<file path="config.mk">
export PLATFORM = sky130hd
export DESIGN_NAME = serial_led_switch_buzzer_command_parser
export DESIGN_NICKNAME = d
export VERILOG_FILES = /design/src/rtl/slbcp_pkg.sv /design/src/rtl/slbcp_parser.sv /design/src/rtl/slbcp_res_buf.sv /design/src/rtl/serial_led_switch_buzzer_command_parser.sv
export SDC_FILE = /design/constraint.sdc
export NUM_CORES = 1
export LEC_CHECK = 0
export ABC_AREA = 1
export BUFFER_PORTS_ARGS = -buffer_cell sky130_fd_sc_hd__clkbuf_2
export CORE_ASPECT_RATIO = 0.6
export CORE_MARGIN = 5
export CORE_UTILIZATION = 55
export DETAILED_ROUTE_END_ITERATION = 8
export GPL_TIMING_DRIVEN = 1
export PLACE_DENSITY = 0.75
export SYNTH_ARGS = -nofsm -noshare
export SYNTH_HDL_FRONTEND = slang
export SYNTH_SLANG_ARGS = --single-unit
</file>
<file path="constraint.sdc">
create_clock -name clk -period 3 [get_ports clk]
set_input_delay 0 -clock clk [delete_from_list [all_inputs] [get_ports clk]]
set_output_delay 0 -clock clk [all_outputs]
set_load 0.05 [all_outputs]
</file>
<file path="src/rtl/slbcp_pkg.sv">
// shared types, codes and constants for the serial led/switch/buzzer command parser
// no dependencies; imported by every module of the block
`timescale 1ns / 1ps

package slbcp_pkg;

	// ascii characters of the command set
	localparam logic [7:0] CH_L    = 8'h4C;
	localparam logic [7:0] CH_S    = 8'h53;
	localparam logic [7:0] CH_B    = 8'h42;
	localparam logic [7:0] CH_C    = 8'h43;
	localparam logic [7:0] CH_R    = 8'h52;
	localparam logic [7:0] CH_ONE  = 8'h31;
	localparam logic [7:0] CH_FOUR = 8'h34;
	localparam logic [7:0] CH_ZERO = 8'h30;
	localparam logic [7:0] CH_NINE = 8'h39;

	// digit weights of the buzzer time
	localparam logic [9:0] BUZ_HUNDREDS = 10'd100;
	localparam logic [9:0] BUZ_TENS     = 10'd10;

	// parse state
	typedef enum logic [3:0] {
		ST_IDLE    = 4'd0,
		ST_LED     = 4'd1,
		ST_LSET    = 4'd2,
		ST_LCLR    = 4'd3,
		ST_LREAD   = 4'd4,
		ST_SWITCH  = 4'd5,
		ST_BUZ     = 4'd6,
		ST_BUZ_X00 = 4'd7,
		ST_BUZ_XX0 = 4'd8
	} state_t;

	// result event codes
	typedef enum logic [1:0] {
		EV_ACK   = 2'd0,
		EV_ERR   = 2'd1,
		EV_CLOSE = 2'd2,
		EV_OPEN  = 2'd3
	} event_t;

	// one result item
	typedef struct packed {
		event_t     ev;
		logic       last;
		logic [3:0] leds;
		logic [9:0] buzzer;
		logic       loaded;
	} result_t;

	// all results caused by one received byte
	typedef struct packed {
		logic [1:0] cnt;
		result_t    res0;
		result_t    res1;
	} step_t;

	function automatic result_t mk_result(event_t ev, logic last, logic [3:0] leds,
			logic [9:0] buzzer, logic loaded);
		result_t r;
		r.ev     = ev;
		r.last   = last;
		r.leds   = leds;
		r.buzzer = buzzer;
		r.loaded = loaded;
		return r;
	endfunction

endpackage

</file>
<file path="src/rtl/slbcp_parser.sv">
// command parser: parse state, led mask and buzzer registers, plus result decode
// depends on slbcp_pkg
`timescale 1ns / 1ps

module slbcp_parser (
	input  logic               clk,
	input  logic               arst_n,
	input  logic               go,
	input  logic [7:0]         rx_byte,
	input  logic [3:0]         switch_levels,
	output slbcp_pkg::step_t   step
);
	import slbcp_pkg::*;

	state_t     state_q, state_d;
	logic [3:0] led_q, led_d;
	logic [9:0] part_q, part_d;
	logic [9:0] buz_q, buz_d;

	logic       sel_ok, dig_ok;
	logic [3:0] sel_bit;
	logic [3:0] dig;
	logic       err, done_one, loaded, read_pair, reply_on;

	// character classes
	always_comb begin
		sel_ok  = (rx_byte >= CH_ONE) && (rx_byte <= CH_FOUR);
		dig_ok  = (rx_byte >= CH_ZERO) && (rx_byte <= CH_NINE);
		sel_bit = sel_ok ? (4'b0001 << rx_byte[1:0] - 2'd1) : 4'b0000;
		dig     = dig_ok ? rx_byte[3:0] : 4'd0;
	end

	// next parse state
	always_comb begin
		state_d = ST_IDLE;
		unique case (state_q)
			ST_LED: begin
				if (rx_byte == CH_S)
					state_d = ST_LSET;
				else if (rx_byte == CH_C)
					state_d = ST_LCLR;
				else if (rx_byte == CH_R)
					state_d = ST_LREAD;
			end
			ST_BUZ: begin
				if (dig_ok)
					state_d = ST_BUZ_X00;
			end
			ST_BUZ_X00: begin
				if (dig_ok)
					state_d = ST_BUZ_XX0;
			end
			ST_LSET, ST_LCLR, ST_LREAD, ST_SWITCH, ST_BUZ_XX0: begin
				state_d = ST_IDLE;
			end
			default: begin
				if (rx_byte == CH_L)
					state_d = ST_LED;
				else if (rx_byte == CH_S)
					state_d = ST_SWITCH;
				else if (rx_byte == CH_B)
					state_d = ST_BUZ;
			end
		endcase
	end

	// datapath updates and result classification
	always_comb begin
		err       = 1'b0;
		done_one  = 1'b0;
		loaded    = 1'b0;
		read_pair = 1'b0;
		reply_on  = 1'b0;
		led_d     = led_q;
		part_d    = part_q;
		buz_d     = buz_q;
		unique case (state_q)
			ST_LED: begin
				err = !((rx_byte == CH_S) || (rx_byte == CH_C) || (rx_byte == CH_R));
			end
			ST_LSET: begin
				if (sel_ok) begin
					led_d    = led_q | sel_bit;
					done_one = 1'b1;
				end else
					err = 1'b1;
			end
			ST_LCLR: begin
				if (sel_ok) begin
					led_d    = led_q & ~sel_bit;
					done_one = 1'b1;
				end else
					err = 1'b1;
			end
			ST_LREAD: begin
				if (sel_ok) begin
					read_pair = 1'b1;
					reply_on  = |(led_q & sel_bit);
				end else
					err = 1'b1;
			end
			ST_SWITCH: begin
				if (sel_ok) begin
					read_pair = 1'b1;
					reply_on  = |(switch_levels & sel_bit);
				end else
					err = 1'b1;
			end
			ST_BUZ: begin
				if (dig_ok)
					part_d = 10'(BUZ_HUNDREDS * {6'd0, dig});
				else
					err = 1'b1;
			end
			ST_BUZ_X00: begin
				if (dig_ok)
					part_d = 10'(part_q + BUZ_TENS * {6'd0, dig});
				else
					err = 1'b1;
			end
			ST_BUZ_XX0: begin
				if (dig_ok) begin
					part_d   = 10'(part_q + {6'd0, dig});
					buz_d    = part_d;
					done_one = 1'b1;
					loaded   = 1'b1;
				end else
					err = 1'b1;
			end
			default: begin
				err = !((rx_byte == CH_L) || (rx_byte == CH_S) || (rx_byte == CH_B));
			end
		endcase
	end

	// result items for this byte
	always_comb begin
		step.cnt  = 2'd0;
		step.res0 = mk_result(EV_ACK, 1'b1, led_d, buz_d, 1'b0);
		step.res1 = mk_result(EV_ACK, 1'b1, led_d, buz_d, 1'b0);
		if (read_pair) begin
			step.cnt  = 2'd2;
			step.res0 = mk_result(EV_ACK, 1'b0, led_d, buz_d, 1'b0);
			step.res1 = mk_result(reply_on ? EV_CLOSE : EV_OPEN, 1'b1, led_d, buz_d, 1'b0);
		end else if (done_one) begin
			step.cnt  = 2'd1;
			step.res0 = mk_result(EV_ACK, 1'b1, led_d, buz_d, loaded);
		end else if (err) begin
			step.cnt  = 2'd1;
			step.res0 = mk_result(EV_ERR, 1'b1, led_d, buz_d, 1'b0);
		end
	end

	// parser registers
	always_ff @(posedge clk or negedge arst_n) begin
		if (!arst_n) begin
			state_q <= ST_IDLE;
			led_q   <= 4'd0;
			part_q  <= 10'd0;
			buz_q   <= 10'd0;
		end else if (go) begin
			state_q <= state_d;
			led_q   <= led_d;
			part_q  <= part_d;
			buz_q   <= buz_d;
		end
	end

endmodule

</file>
<file path="src/rtl/slbcp_res_buf.sv">
// result register holding the one or two results of a byte and presenting them in order
// depends on slbcp_pkg
`timescale 1ns / 1ps

module slbcp_res_buf (
	input  logic               clk,
	input  logic               arst_n,
	input  logic               load,
	input  slbcp_pkg::step_t   step,
	output logic               free,
	output logic               out_valid,
	input  logic               out_ready,
	output logic [1:0]         event_res,
	output logic               last,
	output logic [3:0]         led_states,
	output logic [9:0]         buzzer_ms,
	output logic               buzzer_loaded
);
	import slbcp_pkg::*;

	result_t    res0_q, res1_q;
	logic [1:0] rem_q;
	logic       idx_q;
	result_t    cur;
	logic       pop;

	// head result and handshake
	always_comb begin
		cur           = idx_q ? res1_q : res0_q;
		out_valid     = (rem_q != 2'd0);
		pop           = out_valid && out_ready;
		free          = (rem_q == 2'd0) || ((rem_q == 2'd1) && out_ready);
		event_res     = cur.ev;
		last          = cur.last;
		led_states    = cur.leds;
		buzzer_ms     = cur.buzzer;
		buzzer_loaded = cur.loaded;
	end

	// count and index of pending results
	always_ff @(posedge clk or negedge arst_n) begin
		if (!arst_n) begin
			rem_q <= 2'd0;
			idx_q <= 1'b0;
		end else if (load) begin
			rem_q <= step.cnt;
			idx_q <= 1'b0;
		end else if (pop) begin
			rem_q <= rem_q - 2'd1;
			idx_q <= 1'b1;
		end
	end

	// result payload
	always_ff @(posedge clk) begin
		if (load) begin
			res0_q <= step.res0;
			res1_q <= step.res1;
		end
	end

endmodule

</file>
<file path="src/rtl/serial_led_switch_buzzer_command_parser.sv">
// top level of the serial led/switch/buzzer command parser
// depends on slbcp_pkg, slbcp_parser and slbcp_res_buf
`timescale 1ns / 1ps

// Usage:
// The input channel (in_valid/in_ready, rx_byte, switch_levels) takes one
// received ASCII byte per request together with the present switch levels.
// The output channel (out_valid/out_ready) returns zero, one or two results
// per byte: ack, error, reply closed or reply open, with the LED mask and the
// buzzer time after that byte; last marks the final result of a byte.
// A byte is captured in an input register; once the result register can take
// its results, the parser consumes it and writes them into the result register,
// from which the first result is presented on the output channel.
// Bytes with zero or one result flow at one per cycle while the receiver
// takes each result; a read command (LR, S) gives two results and holds the
// result register until its second result is taken.
// If the receiver stalls, the pending results are held and the input register
// fills, after which in_ready drops until the results are taken.
// Reset clears the parse state to idle, all LEDs off, buzzer time zero, and
// discards any pending byte or result.

module serial_led_switch_buzzer_command_parser (
	input  logic        clk,
	input  logic        arst_n,
	input  logic        in_valid,
	output logic        in_ready,
	input  logic [7:0]  rx_byte,
	input  logic [3:0]  switch_levels,
	output logic        out_valid,
	input  logic        out_ready,
	output logic [1:0]  event_res,
	output logic        last,
	output logic [3:0]  led_states,
	output logic [9:0]  buzzer_ms,
	output logic        buzzer_loaded
);
	import slbcp_pkg::*;

	logic       valid_s1;
	logic [7:0] byte_s1;
	logic [3:0] sw_s1;
	step_t      step;
	logic       buf_free;
	logic       adv;
	logic       load;

	// advance of the captured byte into the parser
	always_comb begin
		adv      = valid_s1 && ((step.cnt == 2'd0) || buf_free);
		load     = adv && (step.cnt != 2'd0);
		in_ready = !valid_s1 || adv;
	end

	// input register
	always_ff @(posedge clk or negedge arst_n) begin
		if (!arst_n)
			valid_s1 <= 1'b0;
		else if (in_valid && in_ready)
			valid_s1 <= 1'b1;
		else if (adv)
			valid_s1 <= 1'b0;
	end

	always_ff @(posedge clk) begin
		if (in_valid && in_ready) begin
			byte_s1 <= rx_byte;
			sw_s1   <= switch_levels;
		end
	end

	slbcp_parser u_parser (
		.clk           (clk),
		.arst_n        (arst_n),
		.go            (adv),
		.rx_byte       (byte_s1),
		.switch_levels (sw_s1),
		.step          (step)
	);

	slbcp_res_buf u_res_buf (
		.clk           (clk),
		.arst_n        (arst_n),
		.load          (load),
		.step          (step),
		.free          (buf_free),
		.out_valid     (out_valid),
		.out_ready     (out_ready),
		.event_res     (event_res),
		.last          (last),
		.led_states    (led_states),
		.buzzer_ms     (buzzer_ms),
		.buzzer_loaded (buzzer_loaded)
	);

endmodule
</file>
After elaboration in Yosys (flattened, before gate mapping). Cells that the tools add are included.

Mux-type cells: 42. $lt $le $gt $ge: 4. Reduce and logical (&&, ||, !) cells: 33. Bitwise gates (word level): 5. Shift-type cells: 1. Multipliers: 2. $add $sub $neg: 4. Eq/ne operators: 17.

Operator list (number): $mux W10 (5); $eq A8 B7 Y1 const B (5); $mux W20 (2); $mux W4 (9); $pmux W10 S3 (1); $mux W19 (1); $mux W18 (1); $eq A4 B3 Y1 const B (4); $ge A8 B6 Y1 const B (2); $le A8 B6 Y1 const B (2); $pmux W4 S4 (1); $mux W1 (13); $and A4 B4 Y4 (3); $reduce_or A4 Y1 (3); $add A10 B4 Y10 (1); $add A10 B8 Y10 (1); $mux W3 (3); $eq A4 B2 Y1 const B (2); $mul A5 B4 Y8 const A (1); $pmux W4 S2 (1); $reduce_bool A2 Y1 (4); $logic_and A1 B1 Y1 (7); $logic_or A1 B1 Y1 (7); $mul A3 B4 Y7 const A (1); other kinds (18) (28).

Register bits: 80. Word-level logic and storage cells: 127. Bits of input ports: 16. Output and inout bits: 20.

Depth between registers and ports, before layout. Gate-level depths: netlist of the first run.

Depth after elaboration: 16. Gate-level depth with buffers: 21. Mapped depth without buffers: 21.

Cells and area by module. From an unflattened synthesis of the first run, not the netlist that was laid out.

Cell total of the unflattened synthesis: 605. Area total of the unflattened synthesis: 4954.8 um^2.

Modules (own cells, without submodules): slbcp_parser (sequential area each 700.7 um^2, instances 1, cells each 463, area an instance 2992.9 um^2); slbcp_res_buf (sequential area each 1156.1 um^2, instances 1, cells each 118, area an instance 1519.0 um^2); serial_led_switch_buzzer_command_parser (sequential area each 385.4 um^2, instances 1, cells each 24, area an instance 442.9 um^2).

Least setup slack after synthesis of the first run. No wires, ideal clock.

Path type: register to register. Start point: reg byte_s1[1]. End point: reg u_parser.part_q[8]. Library setup time: 0.116 ns. Arrival time: 2.750 ns. Clock period less this slack: 2.867 ns. Required time: 2.884 ns. Cell stages (with the launch flop): 17. Setup slack: 0.133 ns. Buffers on the path: 1. Path through: edfxtp_1 -> buf_6 -> o21ai_2 -> nand2_2 -> nor2_1 -> ha_1 -> ha_1 -> ha_1 -> ha_1 -> a21oi_1 -> o21ai_0 -> a21oi_1 -> nand3_1 -> nand3_1 -> nand3_1 -> nand2_1 -> nand2_1.

Cells in the longest elaborated chain, start to end: 12. Elaborated cells on any way between the ends: 43. Those cells by class: 2 x add/sub; 2 x mul; 4 x order compare; 8 x eq/ne; 15 x mux; 12 x reduce/logical.

RTL lines: start, declared (line serial_led_switch_buzzer_command_parser.sv:40) `logic [7:0] byte_s1;`; start signal, assigned (line serial_led_switch_buzzer_command_parser.sv:66) `byte_s1 <= rx_byte;`; parallel branches: the longest is 12 deep, another holds $add A10 B8 Y10; end signal, assigned (line slbcp_parser.sv:164) `part_q <= part_d;`; end, declared (line slbcp_parser.sv:17) `logic [9:0] part_q, part_d;`.

Parallel ways; which one is timed is not known. The select of a mux whose other input is x is not followed. A chain may end at the register's enable or synchronous reset.

Worst setup path in the final report of the first run.
Start point: reg byte_s1[6]. End point: reg u_parser.part_q[9].

Same word-level chain as after synthesis.

==> metrics.txt, run 1 <==
count of final setup violators 0; Routed Antenna Nets 0; TritonCTS clock tree built; Reg-to-Reg Start byte_s1[6]; TritonCTS Buffers 9; Yosys top cell area share 0.2166; DRT iter0 DRCs 397; Avg Inst Size Synth 7.702 um2; DR pass1 iterations 5; CTS H-tree depth 3; initial core utilization 0.5563; Total Wirelength 10.39 mm; WHS 0.05917 ns; largest area contributor in the netlist edfxtp_1; # diodes 0; Chip Width 124.1 um; post-synthesis cell type count 46; Net Count, Synth 594; leak pwr 2.641 nW; worst min path class input pin to flip-flop; Hold Path Origin out_ready; clock sink total 63; Post-synth top cells nand2_1 (175), inv_1 (69), nand3_1 (52); vias 3914; share of cells above drive strength 1 0.1919; Async S/R FF share, synth 0.5079; Clock Skew 0.003810 ns; Final #Nets 651; PortBufs 35; DP HPWL 7.594 mm; R2R Path End u_parser.part_q[9]; CTS max path bufs 2; Die Y 78.48 um; part of the cycle the worst path needs 0.9366; IO Count 36; Fillers 657; routability cong. between 0.9 and 1; minimum clock period 2.810 ns; slew margin rel. 0.4330; CP required 3.22 ns; Synth Instances about 560; Max Fclk 355.9 MHz; sum of buffers and inverters on the critical path 3; Worst-path clk slew approximately 0.05 ns; Rows 25; final setup margin 0.1903 ns; routed len/inst 14.28 um; slowest stage delay, CP 0.44 ns; synthesized flop and latch total 63; FF-to-FF path depth 21; critical path startpoint category flip-flop; Crit path max-delay family simple AND/OR/NAND/NOR gates; Final Power 0.004018 W; Root Buffer clkbuf_16; status finished, final reports clean; worst-skew pair later-pin latency 0.33 ns; Overflow after GRT 0; Crit. End Element flip-flop; Fin. Hold Viols 0; Syn-to-layout area delta 18.08%; Setup CP Type flip-flop to flip-flop; DIE AREA about 0.01 mm2; Primary FF master, synth dfrtp_1; Cell Chain, Critical Path inv_2, nand2_2, nor2_8, nand2_2, nor2_1, ha_1, ha_1, ha_1, ha_4, buf_4, nand2_1, nor3_1, nand2_1, nand2_1, nand2_1, nand3_1, nand2_1, inv_1, nand2_1, nand2_1, nand2_1; Seq/Total Area, Yosys 0.4029; largest net degree at the start of global routing 33; CP arrival approximately 3.0 ns; Placed Cells between 600 and 700; WHS Path Cells 5; maxcap violations 0; Vias/cell around 5.4; Setup WS pre-CTS 0.1218 ns; core area 0.007726 mm2; yosys warns 0; total track usage 0.2296; maximum vdd drop between 0.0003 and 0.0004 V; most frequent cell after synthesis nand2_1; power density cells 791.7 mW/mm2; r2r setup slk 0.19 ns; # DRC 0; Worst-Margin Slew 0.8504 ns; Hold Path Sink u_res_buf.idx_q; Max Slew Vio Count 0; initial antenna violation count 0; vias in the first global route 3681; most used cell, CP nand2_1; CP max stage cell edfxtp_1; critical path peak fanout 6; Mapped Area between 0.004 and 0.005 mm2; largest cells by area after synthesis edfxtp_1 (22%), dfrtp_1 (19%), nand2_1 (15%), nand3_1 (6.1%), inv_1 (6.0%); number of synthesized flops with an enable pin 31; first-pass GRT wire length 17.40 mm; post-route insts no fill 728
==> per-layer routing <==
metal / wire (um) / up-vias / share of wire / global-route usage
met5: 0 / - / 0 / 0
met4: 147 / 0 / 0.014 / 0.05683
met3: 775 / 17 / 0.075 / 0.05616
met2: 4724 / 152 / 0.45 / 0.3691
met1: 4747 / 1822 / 0.46 / 0.3124
li1: - / 1923 / - / -
==> how the worst max path moves through the flow <==
stage	startpoint	depth (start not counted)	slack [ns]	end
after global routing	byte_s1[6]	21	-0.01	u_parser.part_q[9]
final	byte_s1[6]	21	0.19	u_parser.part_q[9]
after detailed placement	byte_s1[7]	17	0.12	u_parser.part_q[8]
after CTS	byte_s1[6]	17	0.12	u_parser.part_q[8]
after global placement	byte_s1[6]	17	0.23	u_parser.part_q[8]
after floorplan	byte_s1[1]	16	0.13	u_parser.part_q[8]
==> final cells by class <==
cell class                 count  area (um2)  share of cell area
timing repair buffer          69       462.9             0.09122
clock inverter                 5       80.08             0.01578
tap                          108       135.1             0.02663
multi-input combinational    394        2120              0.4177
clock buffer                  11       252.7             0.04980
sequential                    63        1732              0.3412
inverter                      78       292.8             0.05769
==> report_power, final <==
| part | switching, W | internal [W] | total, W |
|---|---|---|---|
| combinational | 0.00118 | 0.000383 | 0.00156 |
| sequential | 0.000118 | 0.00118 | 0.00130 |
| clock | 0.000386 | 0.000770 | 0.00116 |
==> flip-flops by register name, indices dropped and copies added, names as in the netlist <==
| signal | flops |
|---|---|
| u_parser.state_q | 4 |
| u_res_buf.rem_q | 2 |
| u_res_buf.res1_q | 6 |
| u_parser.led_q | 4 |
| valid_s1 | 1 |
| sw_s1 | 4 |
| byte_s1 | 8 |
| u_parser.part_q | 10 |
| u_res_buf.res0_q | 13 |
| u_parser.buz_q | 10 |
| u_res_buf.idx_q | 1 |
==> cells in the final DEF (no fill, tap or decap), drive strengths merged, types with 12 or more instances in the layout <==
cell         count
dlygate4sd3     14
a21oi           12
clkbuf          47
inv             78
ha              19
nand3           57
dfrtp           32
buf             19
edfxtp          31
o21ai           31
nand2          188
nor2            39
==> through the flow <==
step	instance area [um2]	setup TNS (ns)	util
detailed placement	4521	0	0.5851
CTS	4994	0	0.6463
global route	5075	-0.009961	0.6568
finish	5075	0	0.6568
global placement	4521	0	0.5851
floorplan	4298	0	-
==> timing repair <==
action                                  in CTS  in global routing
endpoints found under the setup margin       0                  3
hold buffers                                14                  0
resized for setup                            0                  2
buffers inserted                             0                  9
endpoints found under the hold margin       45                  0
==> cells by family after synthesis <==
kind of cell / count (synthesis) / share of synthesized area
buffers and inverters: 101 / 0.1077
xor gates and xnor gates: 7 / 0.01427
DFF: 63 / 0.4029
adders and majority gates: 20 / 0.05997
and+or+nand+nor: 310 / 0.3345
AOI/OAI and AO/OA: 55 / 0.07744
other: 1 / 0.0008725
muxes: 1 / 0.002329
==> worst register-to-register path, delay by kind of cell, from the launching register on <==
kind | cells | cell delay, ns
AND/OR/NAND/NOR | 14 | 1.11
adder cells (fa/ha/maj) | 4 | 0.87
flip-flops | 1 | 0.44
buffers and inverters | 3 | 0.27
No activity file was read; power rests on OpenSTA's default activity.
==> inputs of run 2 (changes only) <==
REMOVE_ABC_BUFFERS = 1   (was not set)
==> run 2 against run 1 <==
  * Worst hold slack worse by 0.0055 ns
  * Clock power is 8% higher
  * Combinational power hardly changed
  * Sequential share of layout area is 0.17 points lower
  * Final area is 0.49% higher
  * Cell count is 0.55% lower
  * Routed wire length is 1.5% higher
  * First-iteration DRC count is 7.6% higher
  * Sequential power hardly changed
  * Count of clock-buffer cells in the layout is 2 lower
  * Sequential cell count stayed put
  * Highest routed layer unchanged
==> metrics.txt, run 2 (same netlist as run 1, synthesis figures left out) <==
post-route insts no fill 724 (-0.55%); initial core utilization 0.5563 (unchanged); Core Util, Final 0.6601 (+0.003239); Routed Antenna Nets 0 (unchanged); Setup CP Type flip-flop to flip-flop; part of the cycle the worst path needs 0.9296 (-0.007027); Final Power 0.004088 W (+1.8%); DP HPWL 7.823 mm (+3.0%); critical path peak fanout 6 (unchanged); Chip Width 124.1 um (unchanged); Reg-to-Reg Start byte_s1[2]; routed len/inst 14.58 um (+2.1%); DIE AREA 0.009740 mm2 (unchanged); CP required 3.24 ns (+0.02 ns); status finished, final reports clean; slew margin rel. 0.4023 (-0.03074); maximum vdd drop 0.0004299 V (+11%); PortBufs 35 (unchanged); power density cells 801.7 mW/mm2 (+1.3%); DR pass1 iterations 5 (unchanged); routability cong. 0.9837 (+2.8%); TNS Setup 0 ns (unchanged); Worst-path clk slew 0.06 ns (about the same); CP arrival 3.03 ns (about the same); Die Y 78.48 um (unchanged); vias in the first global route 3499 (-4.9%); CP Launch Point byte_s1[2]; leak pwr 2.646 nW (+0.18%); minimum clock period 2.789 ns (-0.02108 ns); vias 3891 (-0.59%); worst-skew pair later-pin latency 0.35 ns (+0.02 ns); Final #Nets 647 (-0.61%); CTS max path bufs 2 (unchanged); biggest regs u_res_buf.res0_q: 13 flops, u_parser.buz_q: 10 flops, u_parser.part_q: 10 flops; Clock Skew 0.006403 ns (+0.002593 ns); share of cells above drive strength 1 0.1948 (+0.002870); IO Count 36 (unchanged); Top reg by flops u_res_buf.res0_q; CTS H-tree depth 3 (unchanged); Max Slew Vio Count 0 (unchanged); count of final setup violators 0 (unchanged); DRT iter0 DRCs 427 (+7.6%); TritonCTS clock tree built; largest net degree at the start of global routing 33 (unchanged); Placed Cells 686 (-0.44%); maxcap violations 0 (unchanged); FF-to-FF path depth 19 (-9.5%); RSZ-0062 raised after global routing false; Max Fclk 358.6 MHz (+0.76%); worst min path class input pin to flip-flop; # DRC 0 (unchanged); most frequent cells in the layout nand2_1 (173), inv_1 (69), nand3_1 (52); leading cell type in the layout, fill and taps excluded nand2_1; TritonCTS Buffers 9 (unchanged); r2r setup slk 0.21 ns (+0.02 ns); Crit. End Element flip-flop; # diodes 0 (unchanged); Vias/cell 5.374 (about the same); Fin. Hold Viols 0 (unchanged); Root Buffer clkbuf_16; clock sink total 63 (unchanged); critical path endpoint u_parser.part_q[9]; total track usage 0.2338 (+0.004209); Syn-to-layout area delta 18.66%; initial antenna violation count 0 (unchanged); Overflow after GRT 0 (unchanged); Total Wirelength 10.55 mm (+1.5%); max reg flops 13 (unchanged); Worst-Margin Slew 0.8965 ns (+0.04611 ns); first-pass GRT wire length 17.43 mm (+0.16%); Rows 25 (unchanged); critical path startpoint category flip-flop; core area 0.007726 mm2 (unchanged); R2R Path End u_parser.part_q[9]
## run 2: cell types whose count changed in the layout (fill, tap and decap cells not counted), sizes merged
cell / delta
buf: -3
bufinv: +1
clkbuf: -3
clkinv: -1
clkinvlp: -2
inv: +4
## run 2: metrics by stage
step / worst slack, ns / hold slack (ns) / cell area, um2
floorplan: 0.09890 / -0.2956 / 4128
global placement: 0.2286 / 0.1691 / 4498
detailed placement: 0.07448 / 0.1711 / 4498
CTS: 0.02545 / 0.04875 / 4989
global route: 0.01136 / 0.1098 / 5100
finish: 0.2113 / 0.05370 / 5100
## run 2: area by class of cell
cell class | instances | area (um2)
inverter | 78 | 292.8
fill | 647 | 2626
timing repair buffer | 65 | 435.4
sequential | 63 | 1732
clock inverter | 7 | 125.1
clock buffer | 9 | 225.2
multi-input combinational | 394 | 2155
tap | 108 | 135.1
## run 2: how the worst min path moves through the flow
stage	from	end	slack (ns)	cells after the start
final	out_ready	u_res_buf.idx_q	0.05	5
after detailed placement	arst_n	u_parser.led_q[3]	0.17	1
after CTS	out_ready	u_res_buf.idx_q	0.05	5
after global placement	arst_n	u_parser.part_q[3]	0.17	1
after global routing	out_ready	u_res_buf.idx_q	0.11	5
after floorplan	arst_n	u_parser.buz_q[0]	-0.30	0
## run 2: where the power goes
part / switching, W / internal [W] / leakage [nW]
Clock: 0.000425 / 0.000823 / 0.171
Sequential: 0.000116 / 0.00118 / 0.709
Combinational: 0.00117 / 0.000375 / 1.77
## run 2: metal layers
layer  part of all wire  up-vias  global-route usage  wire [um]
li1                   -     1902                   -          -
met3               0.10       12             0.06407       1096
met2               0.41      182              0.3287       4294
met5                  0        -                   0          0
met1               0.48     1795              0.3492       5048
met4              0.011        0             0.06776        114
## run 2: repair_timing
| item | 4_1_cts | 5_1_grt |
|---|---|---|
| endpoints found under the hold margin | 45 | 0 |
| hold buffers | 14 | 0 |
| endpoints found under the setup margin | 0 | 3 |
| buffers inserted | 0 | 8 |
| gates resized for setup | 0 | 12 |
## run 2: worst max-delay path, cell delays in order, from the launching register on
cell      delay [ns]
edfxtp_1        0.49
nand2_2         0.13
inv_1           0.09
nand2_4         0.08
inv_1           0.08
ha_1            0.20
ha_1            0.19
ha_1            0.20
xnor2_1         0.16
ha_2            0.33
a21oi_1         0.19
o21ai_1         0.08
nand2_1         0.08
nand3_1         0.08
nand3_1         0.08
nand2_1         0.05
inv_1           0.05
nand2_1         0.04
nand2_1         0.05
nand2_1         0.04
==> inputs of run 3 (changes only) <==
clock period = 2.3 ns   (was 3 ns; I/O delays follow)
==> run 3 against run 2 <==
  * The run now ends with setup timing left
  * Via count increased by 11%
  * Sequential power grew 30%
  * Count of clock-buffer cells in the layout rose by 2
  * Fmax grew 8.5%
  * Non-clock buffer count rose by 64
  * Clock power shrank 5%
  * Global-route usage rose by 0.44 points
  * Critical path depth grew 1
  * Cell count is 9.0% higher
  * First-iteration DRC count grew 28%
  * Power is 37% higher
  * Routed wire length up 21%
  * Highest routed layer unchanged
==> metrics.txt, run 3 (same netlist as run 1, synthesis figures left out) <==
Root Buffer clkbuf_16; Overflow after GRT 0 (unchanged); biggest regs u_res_buf.res0_q: 13 flops, u_parser.buz_q: 10 flops, u_parser.part_q: 10 flops; Max Fclk 389.0 MHz (+8.5%); Clock Skew 0.008029 ns (+0.001626 ns); maximum vdd drop 0.0005070 V (+18%); PortBufs 35 (unchanged); status complete, but fails checks; leading cell type in the layout, fill and taps excluded nand2_1; CTS max path bufs 2 (unchanged); Worst-path clk slew 0.05 ns (about the same); CTS H-tree depth 3 (unchanged); part of the cycle the worst path needs 1.118 (+0.1882); initial antenna violation count 0 (unchanged); Die Y 78.48 um (unchanged); worst-skew pair later-pin latency 0.33 ns (-0.02 ns); max reg flops 13 (unchanged); Post-Place Cell Area 0.004838 mm2 (+7.6%); # diodes 0 (unchanged); RSZ-0062 raised after global routing true; Total Wirelength 12.80 mm (+21%); worst min path class input pin to flip-flop; Chip Width 124.1 um (unchanged); first-pass GRT wire length 17.94 mm (+2.9%); critical path peak fanout 4 (-2); slew margin rel. 0.4257 (+0.02336); critical path startpoint category flip-flop; Final #Nets 712 (+10%); final setup margin -0.2709 ns (-0.4823 ns); vias 4317 (+11%); minimum clock period 2.571 ns (-0.2177 ns); Routed Antenna Nets 0 (unchanged); # DRC 0 (unchanged); Worst-Margin Slew 0.8615 ns (-0.03505 ns); clock sink total 63 (unchanged); Reg-to-Reg Start byte_s1[5]; Final Power 0.005620 W (+37%); IO Count 36 (unchanged); initial core utilization 0.5563 (unchanged); Setup CP Type flip-flop to flip-flop; Hold Path Origin out_ready; DRT iter0 DRCs 545 (+28%); largest net degree at the start of global routing 33 (unchanged); critical path endpoint u_parser.part_q[9]; Fillers 505 (-22%); CP Launch Point byte_s1[5]; maxcap violations 0 (unchanged); Top reg by flops u_res_buf.res0_q; Crit. End Element flip-flop; most frequent cells in the layout nand2_1 (141), buf_4 (63), inv_1 (58); post-route cell area 0.006012 mm2 (+18%); routed len/inst 16.23 um (+11%); failing checks setup timing; R2R Path End u_parser.part_q[9]; Vias/cell 5.471 (+1.8%); CP arrival 2.80 ns (-0.23 ns); DR pass1 iterations 5 (unchanged); DP HPWL 8.290 mm (+6.0%); share of cells above drive strength 1 0.3818 (+0.1870); r2r setup slk -0.27 ns (-0.48 ns); Rows 25 (unchanged); DIE AREA 0.009740 mm2 (unchanged); count of final setup violators 32 (+32); FF-to-FF path depth 20 (+1); leak pwr 2.987 nW (+13%); Syn-to-layout area delta 39.88%; routability cong. 0.9640 (-2.0%); total track usage 0.2382 (+0.004377); vias in the first global route 3754 (+7.3%); power density cells 934.8 mW/mm2 (+17%); Max Slew Vio Count 0 (unchanged); core area 0.007726 mm2 (unchanged); TritonCTS clock tree built; TritonCTS Buffers 9 (unchanged); CP required 2.53 ns (-0.71 ns); Fin. Hold Viols 0 (unchanged)
[run 3: cell count changes in the layout (fill, tap and decap cells not counted), moves of 12 or more]
cell,delta
nand2_2,+26
buf_4,+47
nand3_2,+12
nand3_1,-15
nand2_1,-32
[run 3: area by class of cell]
cell class	count	area [um2]	area share
clock buffers	11	232.7	0.03871
well taps	108	135.1	0.02248
flip-flops and latches	63	1732	0.2880
repair inverters	1	6.256	0.001041
inverters	78	309.0	0.05140
multi-input cells	394	2532	0.4212
repair buffers	129	1040	0.1729
clock inverters	5	25.02	0.004162
[run 3: report_power, final]
group	switching [W]	total [W]	internal [W]
combinational	0.00179	0.00274	0.000947
sequential	0.000148	0.00169	0.00154
clock	0.000474	0.00119	0.000717
[run 3: per-stage QoR]
stage | utilization | setup TNS (ns) | setup slack [ns] | std cells | hold slack [ns]
2_1_floorplan | - | -6.835 | -0.6011 | 535 | -0.2956
3_3_place_gp | 0.6262 | -1.090 | -0.2871 | 728 | 0.1507
3_5_place_dp | 0.6262 | -1.637 | -0.3949 | 728 | 0.1530
4_1_cts | 0.6955 | -1.060 | -0.3131 | 764 | 0.06092
5_1_grt | 0.7781 | -7.923 | -0.4457 | 789 | 0.08922
6_report | 0.7781 | -1.973 | -0.2709 | 789 | 0.06789
[run 3: layer usage]
metal  wire length, um  track usage
met5                 0            0
met4               316      0.06230
met3              1358      0.06192
met2              5818       0.3448
met1              5312       0.3518
[run 3: how the worst min path moves through the flow]
stage                                     to  depth (start not counted)
after detailed placement   u_parser.led_q[0]                          1
after global placement     u_parser.led_q[3]                          1
after CTS                    u_res_buf.idx_q                          5
after floorplan            u_parser.buz_q[0]                          0
after global routing      u_res_buf.rem_q[1]                          4
final                        u_res_buf.idx_q                          5
[run 3: repair_timing]
item                       CTS  global route
hold endpoints to repair    45             0
buffers inserted             6            24
setup endpoints to repair   11            68
cloned                       0             3
resized for setup           18           117
hold buffers                14             0
pin swaps                   19            60
[run 3: worst max-delay path, cell delays in order, from the launching register on]
cell	delay [ns]
edfxtp_1	0.42
nand2_2	0.16
nor2_8	0.07
nand2_2	0.08
inv_2	0.06
ha_4	0.16
ha_4	0.16
ha_4	0.15
xnor2_2	0.14
ha_4	0.31
a21oi_4	0.06
o21ai_1	0.15
nand2_1	0.09
nand2_1	0.08
nand2_1	0.05
nand3_1	0.08
nand2_1	0.06
inv_1	0.05
nand2_1	0.04
nand2_1	0.05
nand2_1	0.05
